File: config.mk
export PLATFORM = sky130hd
export DESIGN_NAME = sorted_key_table_core_flat
export DESIGN_NICKNAME = d
export VERILOG_FILES = /design/src/skt_pkg.sv /design/src/skt_if.sv /design/src/sorted_key_table_core.sv /design/src/skt_cell.sv /design/src/flat_wrapper.sv
export SDC_FILE = /design/constraint.sdc
export NUM_CORES = 1
export LEC_CHECK = 0
export ABC_AREA = 1
export BUFFER_PORTS_ARGS = -buffer_cell sky130_fd_sc_hd__buf_2
export CORE_ASPECT_RATIO = 1.2
export CORE_MARGIN = 2
export CORE_UTILIZATION = 67
export CTS_BUF_LIST = sky130_fd_sc_hd__clkbuf_8 sky130_fd_sc_hd__clkbuf_16
export CTS_CLUSTER_DIAMETER = 120
export DETAILED_ROUTE_END_ITERATION = 6
export PLACE_DENSITY = 0.87
export SYNTH_ARGS = -nofsm -noshare
export SYNTH_HDL_FRONTEND = slang
export SYNTH_SLANG_ARGS = --single-unit
File: constraint.sdc
create_clock -name clk -period 5.2 [get_ports clk]
set_clock_uncertainty 0.1 [all_clocks]
set_input_delay 1.04 -clock clk [delete_from_list [all_inputs] [get_ports clk]]
set_output_delay 1.04 -clock clk [all_outputs]
set_load 0.02 [all_outputs]
File: src/skt_pkg.sv
// Shared types and codes for the sorted key table.
`timescale 1ns / 1ps

package skt_pkg;

  typedef enum logic [2:0] {
    ST_INSERTED  = 3'd0,
    ST_DUPLICATE = 3'd1,
    ST_FULL      = 3'd2,
    ST_DELETED   = 3'd3,
    ST_NOT_FOUND = 3'd4
  } status_t;

  typedef enum logic {
    KIND_INSERT = 1'b0,
    KIND_DELETE = 1'b1
  } kind_t;

  typedef enum logic [1:0] {
    S_IDLE,
    S_CMP,
    S_UPD
  } state_t;

  // Commands broadcast from the controller to every cell of the row.
  typedef struct packed {
    logic cmp;
    logic ins;
    logic del;
  } cell_ctrl_t;

endpackage

File: src/skt_if.sv
// Request and response channel interfaces of the sorted key table.
`timescale 1ns / 1ps

interface skt_req_if #(
  parameter int KEY_WIDTH     = 16,
  parameter int PAYLOAD_WIDTH = 48
);
  logic                     valid;
  logic                     ready;
  logic                     kind;
  logic [KEY_WIDTH-1:0]     key;
  logic [PAYLOAD_WIDTH-1:0] entry_data;

  modport source (output valid, kind, key, entry_data, input ready);
  modport sink   (input valid, kind, key, entry_data, output ready);
endinterface

interface skt_rsp_if #(
  parameter int IDX_WIDTH = 4
);
  logic                 valid;
  logic                 ready;
  logic [2:0]           status;
  logic [IDX_WIDTH-1:0] position;
  logic [IDX_WIDTH-1:0] count;

  modport source (output valid, status, position, count, input ready);
  modport sink   (input valid, status, position, count, output ready);
endinterface

File: src/sorted_key_table_core.sv
// Top level of the sorted key table: controller and the row of cells.
`timescale 1ns / 1ps

// A table of up to DEPTH entries kept in ascending key order in a row of
// cells, one entry per cell. Each request item is an insert or a delete;
// each returns one response item with a status, the slot found and the
// entry count afterwards. An item is registered at acceptance, every cell
// compares its key against it in parallel in the compare state, and in the
// update state the row shifts left or right in one step while the response
// is loaded into the output register; the update waits while an earlier
// response is still untaken. The request side is ready again right after
// that, even while the response waits to be taken, but takes no new item
// until the current one has been updated. The table resets empty.

module sorted_key_table_core
  import skt_pkg::*;
#(
  parameter int DEPTH         = 8,
  parameter int KEY_WIDTH     = 16,
  parameter int PAYLOAD_WIDTH = 48
) (
  input  logic  clk,
  input  logic  rst,
  skt_req_if.sink   req,
  skt_rsp_if.source rsp
);

  localparam int IDX_WIDTH = $clog2(DEPTH + 1);

  state_t state;
  state_t state_next;

  logic                     kind_r;
  logic [KEY_WIDTH-1:0]     key_r;
  logic [PAYLOAD_WIDTH-1:0] payload_r;
  logic [IDX_WIDTH-1:0]     count;

  logic                 out_valid;
  status_t              out_status;
  logic [IDX_WIDTH-1:0] out_position;
  logic [IDX_WIDTH-1:0] out_count;

  cell_ctrl_t cell_ctrl;

  logic [DEPTH-1:0]         lt;
  logic [DEPTH-1:0]         eq;
  logic [DEPTH-1:0]         lt_left;
  logic [KEY_WIDTH-1:0]     keys     [DEPTH];
  logic [PAYLOAD_WIDTH-1:0] payloads [DEPTH];

  logic                 hit;
  logic                 full;
  logic                 out_free;
  logic [IDX_WIDTH-1:0] pos;
  status_t              status_next;
  logic [IDX_WIDTH-1:0] count_next;

  // Row of cells.
  for (genvar gi = 0; gi < DEPTH; gi++) begin : g_cell
    logic [KEY_WIDTH-1:0]     lkey;
    logic [PAYLOAD_WIDTH-1:0] lpay;
    logic [KEY_WIDTH-1:0]     rkey;
    logic [PAYLOAD_WIDTH-1:0] rpay;

    if (gi == 0) begin : g_first
      assign lt_left[gi] = 1'b1;
      assign lkey        = key_r;
      assign lpay        = payload_r;
    end else begin : g_mid
      assign lt_left[gi] = lt[gi-1];
      assign lkey        = keys[gi-1];
      assign lpay        = payloads[gi-1];
    end

    if (gi == DEPTH - 1) begin : g_last
      assign rkey = key_r;
      assign rpay = payload_r;
    end else begin : g_inner
      assign rkey = keys[gi+1];
      assign rpay = payloads[gi+1];
    end

    skt_cell #(
      .KEY_WIDTH     (KEY_WIDTH),
      .PAYLOAD_WIDTH (PAYLOAD_WIDTH)
    ) u_cell (
      .clk           (clk),
      .ctrl          (cell_ctrl),
      .occupied      (count > IDX_WIDTH'(gi)),
      .lt_left       (lt_left[gi]),
      .ins_key       (key_r),
      .ins_payload   (payload_r),
      .left_key      (lkey),
      .left_payload  (lpay),
      .right_key     (rkey),
      .right_payload (rpay),
      .lt            (lt[gi]),
      .eq            (eq[gi]),
      .key           (keys[gi]),
      .payload       (payloads[gi])
    );
  end

  // The boundary between smaller keys and the rest is a single cell, so
  // its index is an OR over the one-hot boundary flags.
  always_comb begin
    pos = '0;
    for (int i = 0; i < DEPTH; i++) begin
      if (!lt[i] && lt_left[i]) begin
        pos = pos | IDX_WIDTH'(i);
      end
    end
    if (lt[DEPTH-1]) begin
      pos = IDX_WIDTH'(DEPTH);
    end
  end

  assign hit      = |eq;
  assign full     = (count == IDX_WIDTH'(DEPTH));
  assign out_free = !out_valid || rsp.ready;

  always_comb begin
    count_next = count;
    if (kind_r == KIND_INSERT) begin
      priority if (hit) begin
        status_next = ST_DUPLICATE;
      end else if (full) begin
        status_next = ST_FULL;
      end else begin
        status_next = ST_INSERTED;
        count_next  = count + IDX_WIDTH'(1);
      end
    end else begin
      if (hit) begin
        status_next = ST_DELETED;
        count_next  = count - IDX_WIDTH'(1);
      end else begin
        status_next = ST_NOT_FOUND;
      end
    end
  end

  // Next state.
  always_comb begin
    state_next = state;
    unique case (state)
      S_IDLE: begin
        if (req.valid) begin
          state_next = S_CMP;
        end
      end
      S_CMP: begin
        state_next = S_UPD;
      end
      S_UPD: begin
        if (out_free) begin
          state_next = S_IDLE;
        end
      end
      default: begin
        state_next = S_IDLE;
      end
    endcase
  end

  // Controller outputs.
  always_comb begin
    req.ready     = (state == S_IDLE) && !rst;
    cell_ctrl.cmp = (state == S_CMP);
    cell_ctrl.ins = (state == S_UPD) && out_free && (status_next == ST_INSERTED);
    cell_ctrl.del = (state == S_UPD) && out_free && (status_next == ST_DELETED);
  end

  always_ff @(posedge clk) begin
    if (rst) begin
      state     <= S_IDLE;
      count     <= '0;
      out_valid <= 1'b0;
    end else begin
      state <= state_next;
      if (state == S_UPD && out_free) begin
        count     <= count_next;
        out_valid <= 1'b1;
      end else if (rsp.ready) begin
        out_valid <= 1'b0;
      end
    end
  end

  always_ff @(posedge clk) begin
    if (req.valid && req.ready) begin
      kind_r    <= req.kind;
      key_r     <= req.key;
      payload_r <= req.entry_data;
    end
    if (state == S_UPD && out_free) begin
      out_status   <= status_next;
      out_position <= pos;
      out_count    <= count_next;
    end
  end

  assign rsp.valid    = out_valid;
  assign rsp.status   = out_status;
  assign rsp.position = out_position;
  assign rsp.count    = out_count;

endmodule

File: src/skt_cell.sv
// One slot of the sorted row: holds a key and payload, compares and shifts.
`timescale 1ns / 1ps

module skt_cell
  import skt_pkg::*;
#(
  parameter int KEY_WIDTH     = 16,
  parameter int PAYLOAD_WIDTH = 48
) (
  input  logic                     clk,
  input  cell_ctrl_t               ctrl,
  input  logic                     occupied,
  input  logic                     lt_left,
  input  logic [KEY_WIDTH-1:0]     ins_key,
  input  logic [PAYLOAD_WIDTH-1:0] ins_payload,
  input  logic [KEY_WIDTH-1:0]     left_key,
  input  logic [PAYLOAD_WIDTH-1:0] left_payload,
  input  logic [KEY_WIDTH-1:0]     right_key,
  input  logic [PAYLOAD_WIDTH-1:0] right_payload,
  output logic                     lt,
  output logic                     eq,
  output logic [KEY_WIDTH-1:0]     key,
  output logic [PAYLOAD_WIDTH-1:0] payload
);

  always_ff @(posedge clk) begin
    if (ctrl.cmp) begin
      lt <= occupied && (key < ins_key);
      eq <= occupied && (key == ins_key);
    end
  end

  // Cells below the insertion point hold; the boundary cell takes the new
  // item and every cell above it takes its left neighbor's entry. A delete
  // pulls everything from the hit slot upward one place to the left.
  always_ff @(posedge clk) begin
    if (ctrl.ins && !lt) begin
      if (lt_left) begin
        key     <= ins_key;
        payload <= ins_payload;
      end else begin
        key     <= left_key;
        payload <= left_payload;
      end
    end else if (ctrl.del && !lt) begin
      key     <= right_key;
      payload <= right_payload;
    end
  end

endmodule

File: src/flat_wrapper.sv
// flat-port wrapper written by rule: the top's interface ports become plain ports
module sorted_key_table_core_flat import skt_pkg::*;
#(
  parameter int DEPTH         = 8,
  parameter int KEY_WIDTH     = 16,
  parameter int PAYLOAD_WIDTH = 48
)
  (clk, rst, req_valid, req_kind, req_key, req_entry_data, req_ready, rsp_valid, rsp_status, rsp_position, rsp_count, rsp_ready);
  skt_req_if #(.KEY_WIDTH(KEY_WIDTH), .PAYLOAD_WIDTH(PAYLOAD_WIDTH)) req_i ();
  skt_rsp_if #(.IDX_WIDTH((4))) rsp_i ();
  input  logic clk;
  input  logic rst;
  input wire logic [$bits(req_i.valid)-1:0] req_valid;
  input wire logic [$bits(req_i.kind)-1:0] req_kind;
  input wire logic [$bits(req_i.key)-1:0] req_key;
  input wire logic [$bits(req_i.entry_data)-1:0] req_entry_data;
  output wire logic [$bits(req_i.ready)-1:0] req_ready;
  output wire logic [$bits(rsp_i.valid)-1:0] rsp_valid;
  output wire logic [$bits(rsp_i.status)-1:0] rsp_status;
  output wire logic [$bits(rsp_i.position)-1:0] rsp_position;
  output wire logic [$bits(rsp_i.count)-1:0] rsp_count;
  input wire logic [$bits(rsp_i.ready)-1:0] rsp_ready;
  assign req_i.valid = req_valid;
  assign req_i.kind = req_kind;
  assign req_i.key = req_key;
  assign req_i.entry_data = req_entry_data;
  assign req_ready = req_i.ready;
  assign rsp_valid = rsp_i.valid;
  assign rsp_status = rsp_i.status;
  assign rsp_position = rsp_i.position;
  assign rsp_count = rsp_i.count;
  assign rsp_i.ready = rsp_ready;
  sorted_key_table_core #(.DEPTH(DEPTH), .KEY_WIDTH(KEY_WIDTH), .PAYLOAD_WIDTH(PAYLOAD_WIDTH)) u_core (.clk(clk), .rst(rst), .req(req_i), .rsp(rsp_i));
endmodule
==> impl_metrics.py <==
metrics = {
    "clock_network": {
        "post_cts_buffers": 0,
        "clkLatencyLatePin_ps": 440,
        "clk_pin_slew_ps": 70,
        "cts_buffer_depth": 2,
        "clock_sinks": 179,
        "cts_tree": "done",
        "cts_buffers": 17,
        "ctsHoldBuffers": 0,
        "h-tree-depth": 4,
        "clock_tree.root_cell": "clkbuf_16",
        "cts_resized": 0,
    },
    "critical_path": {
        "crit_fanout": 16,
        "crit_arrival_ps": 3150,
        "required_ps": 5150,
        "start_kind": "flip-flop",
        "path_class": "flip-flop to flip-flop",
        "cp-end-kind": "flip-flop",
    },
    "synth": {
        "synth_area_leaders": "edfxtp_1, ha_1, nand2_1",
        "synth_compound_area_share_pct": 17.5,
        "synth_ff_type": "edfxtp_1",
        "synthXorXnorAreaFrac_pct": 0.146,
        "ys_seq_area_share_pct": 44.2,
        "synth_edf_count": 172,
        "mappedNetlistNets": 1485,
        "synth_top_family_by_area": "simple AND/OR/NAND/NOR gates",
        "synth_area_um2": 12000,
        "synth_area_leader_cell": "edfxtp_1",
        "synth_cells": 1283,
        "synth_cell_type_count": 38,
        "async_reset_ff_share_pct": 0,
        "muxShareOfSynthArea_pct": 0,
        "yosysWarnings": 0,
        "yosysMostFrequentCell": "nand2_1",
        "synth_top_area_share_pct": 43.0,
        "ys_ff_latch": 179,
        "avgSynthCellArea_um2": 9.35,
        "synthAdderAreaFrac_pct": 13.9,
        "synth-simple-area-share_pct": 18.9,
        "synth_commonest_cells": "nand2_1, edfxtp_1, o21ai_0, ha_1, o21ai_2",
    },
    "final_layout": {
        "antenna_cells": 0,
        "final_net_count": 1497,
        "multi_input_area_um2": 6090,
        "fin_area_um2": 12800,
        "layout-drive-gt1-share_pct": 18.2,
        "register_area_um2": 5310,
        "fillCellCount": 1262,
        "syn_to_final_growth_pct": 6.27,
    },
    "timing": {
        "finalSetupViolCount": 0,
        "holdWs_ps": 413,
        "worst_pin_slew_ps": 1220,
        "setup_tns_ps": 0,
        "fmax_mhz": 312,
        "relSlewSlack_pct": 18.3,
        "period_minus_slack_ps": 3200,
        "hold_violations": 0,
        "rsz0062_at_grt": "no",
        "drv_slew": 0,
        "period_share_pct": 61.6,
    },
    "global_routing": {
        "first_global_vias": 8895,
        "grt_max_degree": 35,
        "grt_remaining_overflow": 0,
        "grt_pass1_wl_um": 43500,
        "antenna_found_initial": 0,
        "grt_util_all_layers_pct": 28.9,
    },
    "drt": {
        "post-route-drc-count": 0,
        "drt-total-wl_um": 26500,
        "vias": 9275,
        "wire_per_inst_um": 17.3,
        "via_per_inst": 6.07,
        "antenna_left": 0,
        "drt-initial-drc-count": 783,
        "first_pass_iters": 6,
    },
    "place": {
        "place_area_um2": 12200,
        "io_buffers": 33,
        "place.gp.congestion": 0.865,
        "dpl.hpwl_um": 20000,
    },
    "power": {
        "power_w": 0.00312,
        "power_frac_comb_pct": 8.4,
        "clkPwrFrac_pct": 39.5,
        "peakVddDrop_v": 0.000212,
        "netSwitchingFraction_pct": 24.9,
        "p_per_area_nw_per_um2": 244,
        "power_leakage_nw": 5.32,
        "p_sw_w": 0.000775,
        "share_seq_of_total_power_pct": 52.1,
        "p_int_w": 0.00234,
    },
    "floorplan": {
        "start_util_pct": 68.5,
        "rows": 53,
        "core_region_area_um2": 17500,
        "dieArea_um2": 19000,
        "boundaryPins": 82,
        "fp.dieW_um": 126,
        "die_h_um": 151,
    },
    "outcome": {
        "status": "finished, final reports clean",
    },
    "hold_path": {
        "hold_class": "flip-flop to flip-flop",
    },
    "run": {
        "maxCapViolations": 0,
    },
}
==> cell type report <==
type / instances / area share [%]
multi-input combinational: 976 / 47.7
tap: 220 / 2.16
clock inverter: 11 / 0.599
timing repair buffer: 42 / 1.82
clock buffer: 21 / 3.77
sequential: 179 / 41.6
inverter: 79 / 2.33
==> power groups by stage <==
stage / logic, W / registers [W] / clock network [W]
2_1_floorplan: 0.000194 / 0.00164 / 0
5_1_grt: 0.000297 / 0.00163 / 0.00128
4_1_cts: 0.000260 / 0.00162 / 0.00123
6_report: 0.000261 / 0.00163 / 0.00123
3_5_place_dp: 0.000257 / 0.00166 / 0
3_3_place_gp: 0.000242 / 0.00165 / 0
==> layout by cell type (no fill, tap or decap), types with 3 or more instances in the layout <==
master	n
nor2_1	48
edfxtp_1	172
clkinv_2	3
nor3_2	8
clkbuf_8	4
nand2_2	30
a21oi_1	59
nand2_4	8
dfxtp_1	7
nor3_1	14
nand2_1	340
o21ai_2	111
inv_1	63
and2_1	4
clkbuf_16	17
clkinvlp_4	3
a31oi_1	3
nand3_1	20
buf_2	33
nand4_1	26
nor3b_1	3
buf_4	9
o21ai_0	149
clkinv_1	16
ha_1	133
==> metal layers <==
layer,up-vias,wire length (um),global-route usage [%]
li1,4536,-,-
met1,4323,10500,35.0
met2,345,13700,51.4
met3,71,1350,3.59
met4,0,952,13.7
met5,-,0,0
==> sequential cells by signal (all words and copies together), names as in the netlist <==
| name | flops |
|---|---|
| u_core.count | 4 |
| u_core.g_cell.lkey | 16 |
| u_core.g_cell.u_cell.eq | 8 |
| u_core.g_cell.u_cell.key | 128 |
| u_core.g_cell.u_cell.lt | 8 |
| u_core.kind_r | 1 |
| u_core.rsp.count | 4 |
| u_core.rsp.position | 4 |
| u_core.rsp.status | 3 |
| u_core.rsp.valid | 1 |
| u_core.state | 2 |
==> critical path: stages (launching register included) <==
cell	delay (ps)
dfxtp_1	500
inv_1	190
ha_1	260
nand3_1	170
nand3_4	160
nand2_1	180
inv_1	250
nor3_2	980
==> per-stage QoR <==
step                      utilization [%]  instances  worst slack, ps
after floorplan                         -       1283             2010
after global placement               69.7       1496             2160
after detailed placement             69.7       1496             2050
after CTS                            72.8       1528             2000
after global routing                 72.8       1528             1820
final                                72.8       1528             2000
==> cells by family (layout without fill, tap and decap cells) <==
| kind of cell | count (synthesis) | in the layout |
|---|---|---|
| and+or+nand+nor | 511 | 511 |
| buffers and inverters | 128 | 153 |
| adders and majority gates | 133 | 133 |
| xor gates and xnor gates | 2 | 2 |
| AOI/OAI and AO/OA | 330 | 330 |
| DFF | 179 | 179 |
==> path summary, 6_finish.rpt <==
path | endpoint | cells after the start | startpoint | slack [ps]
min | u_core.state[1] | 2 | u_core.state[0] | 410
max reg2reg | u_core.g_cell[4].u_cell.key[4] | 7 | u_core.count[0] | 2000
min reg2reg | u_core.state[1] | 2 | u_core.state[0] | 410
max | u_core.g_cell[4].u_cell.key[4] | 7 | u_core.count[0] | 2000
Power figures use the tool's default switching activity.
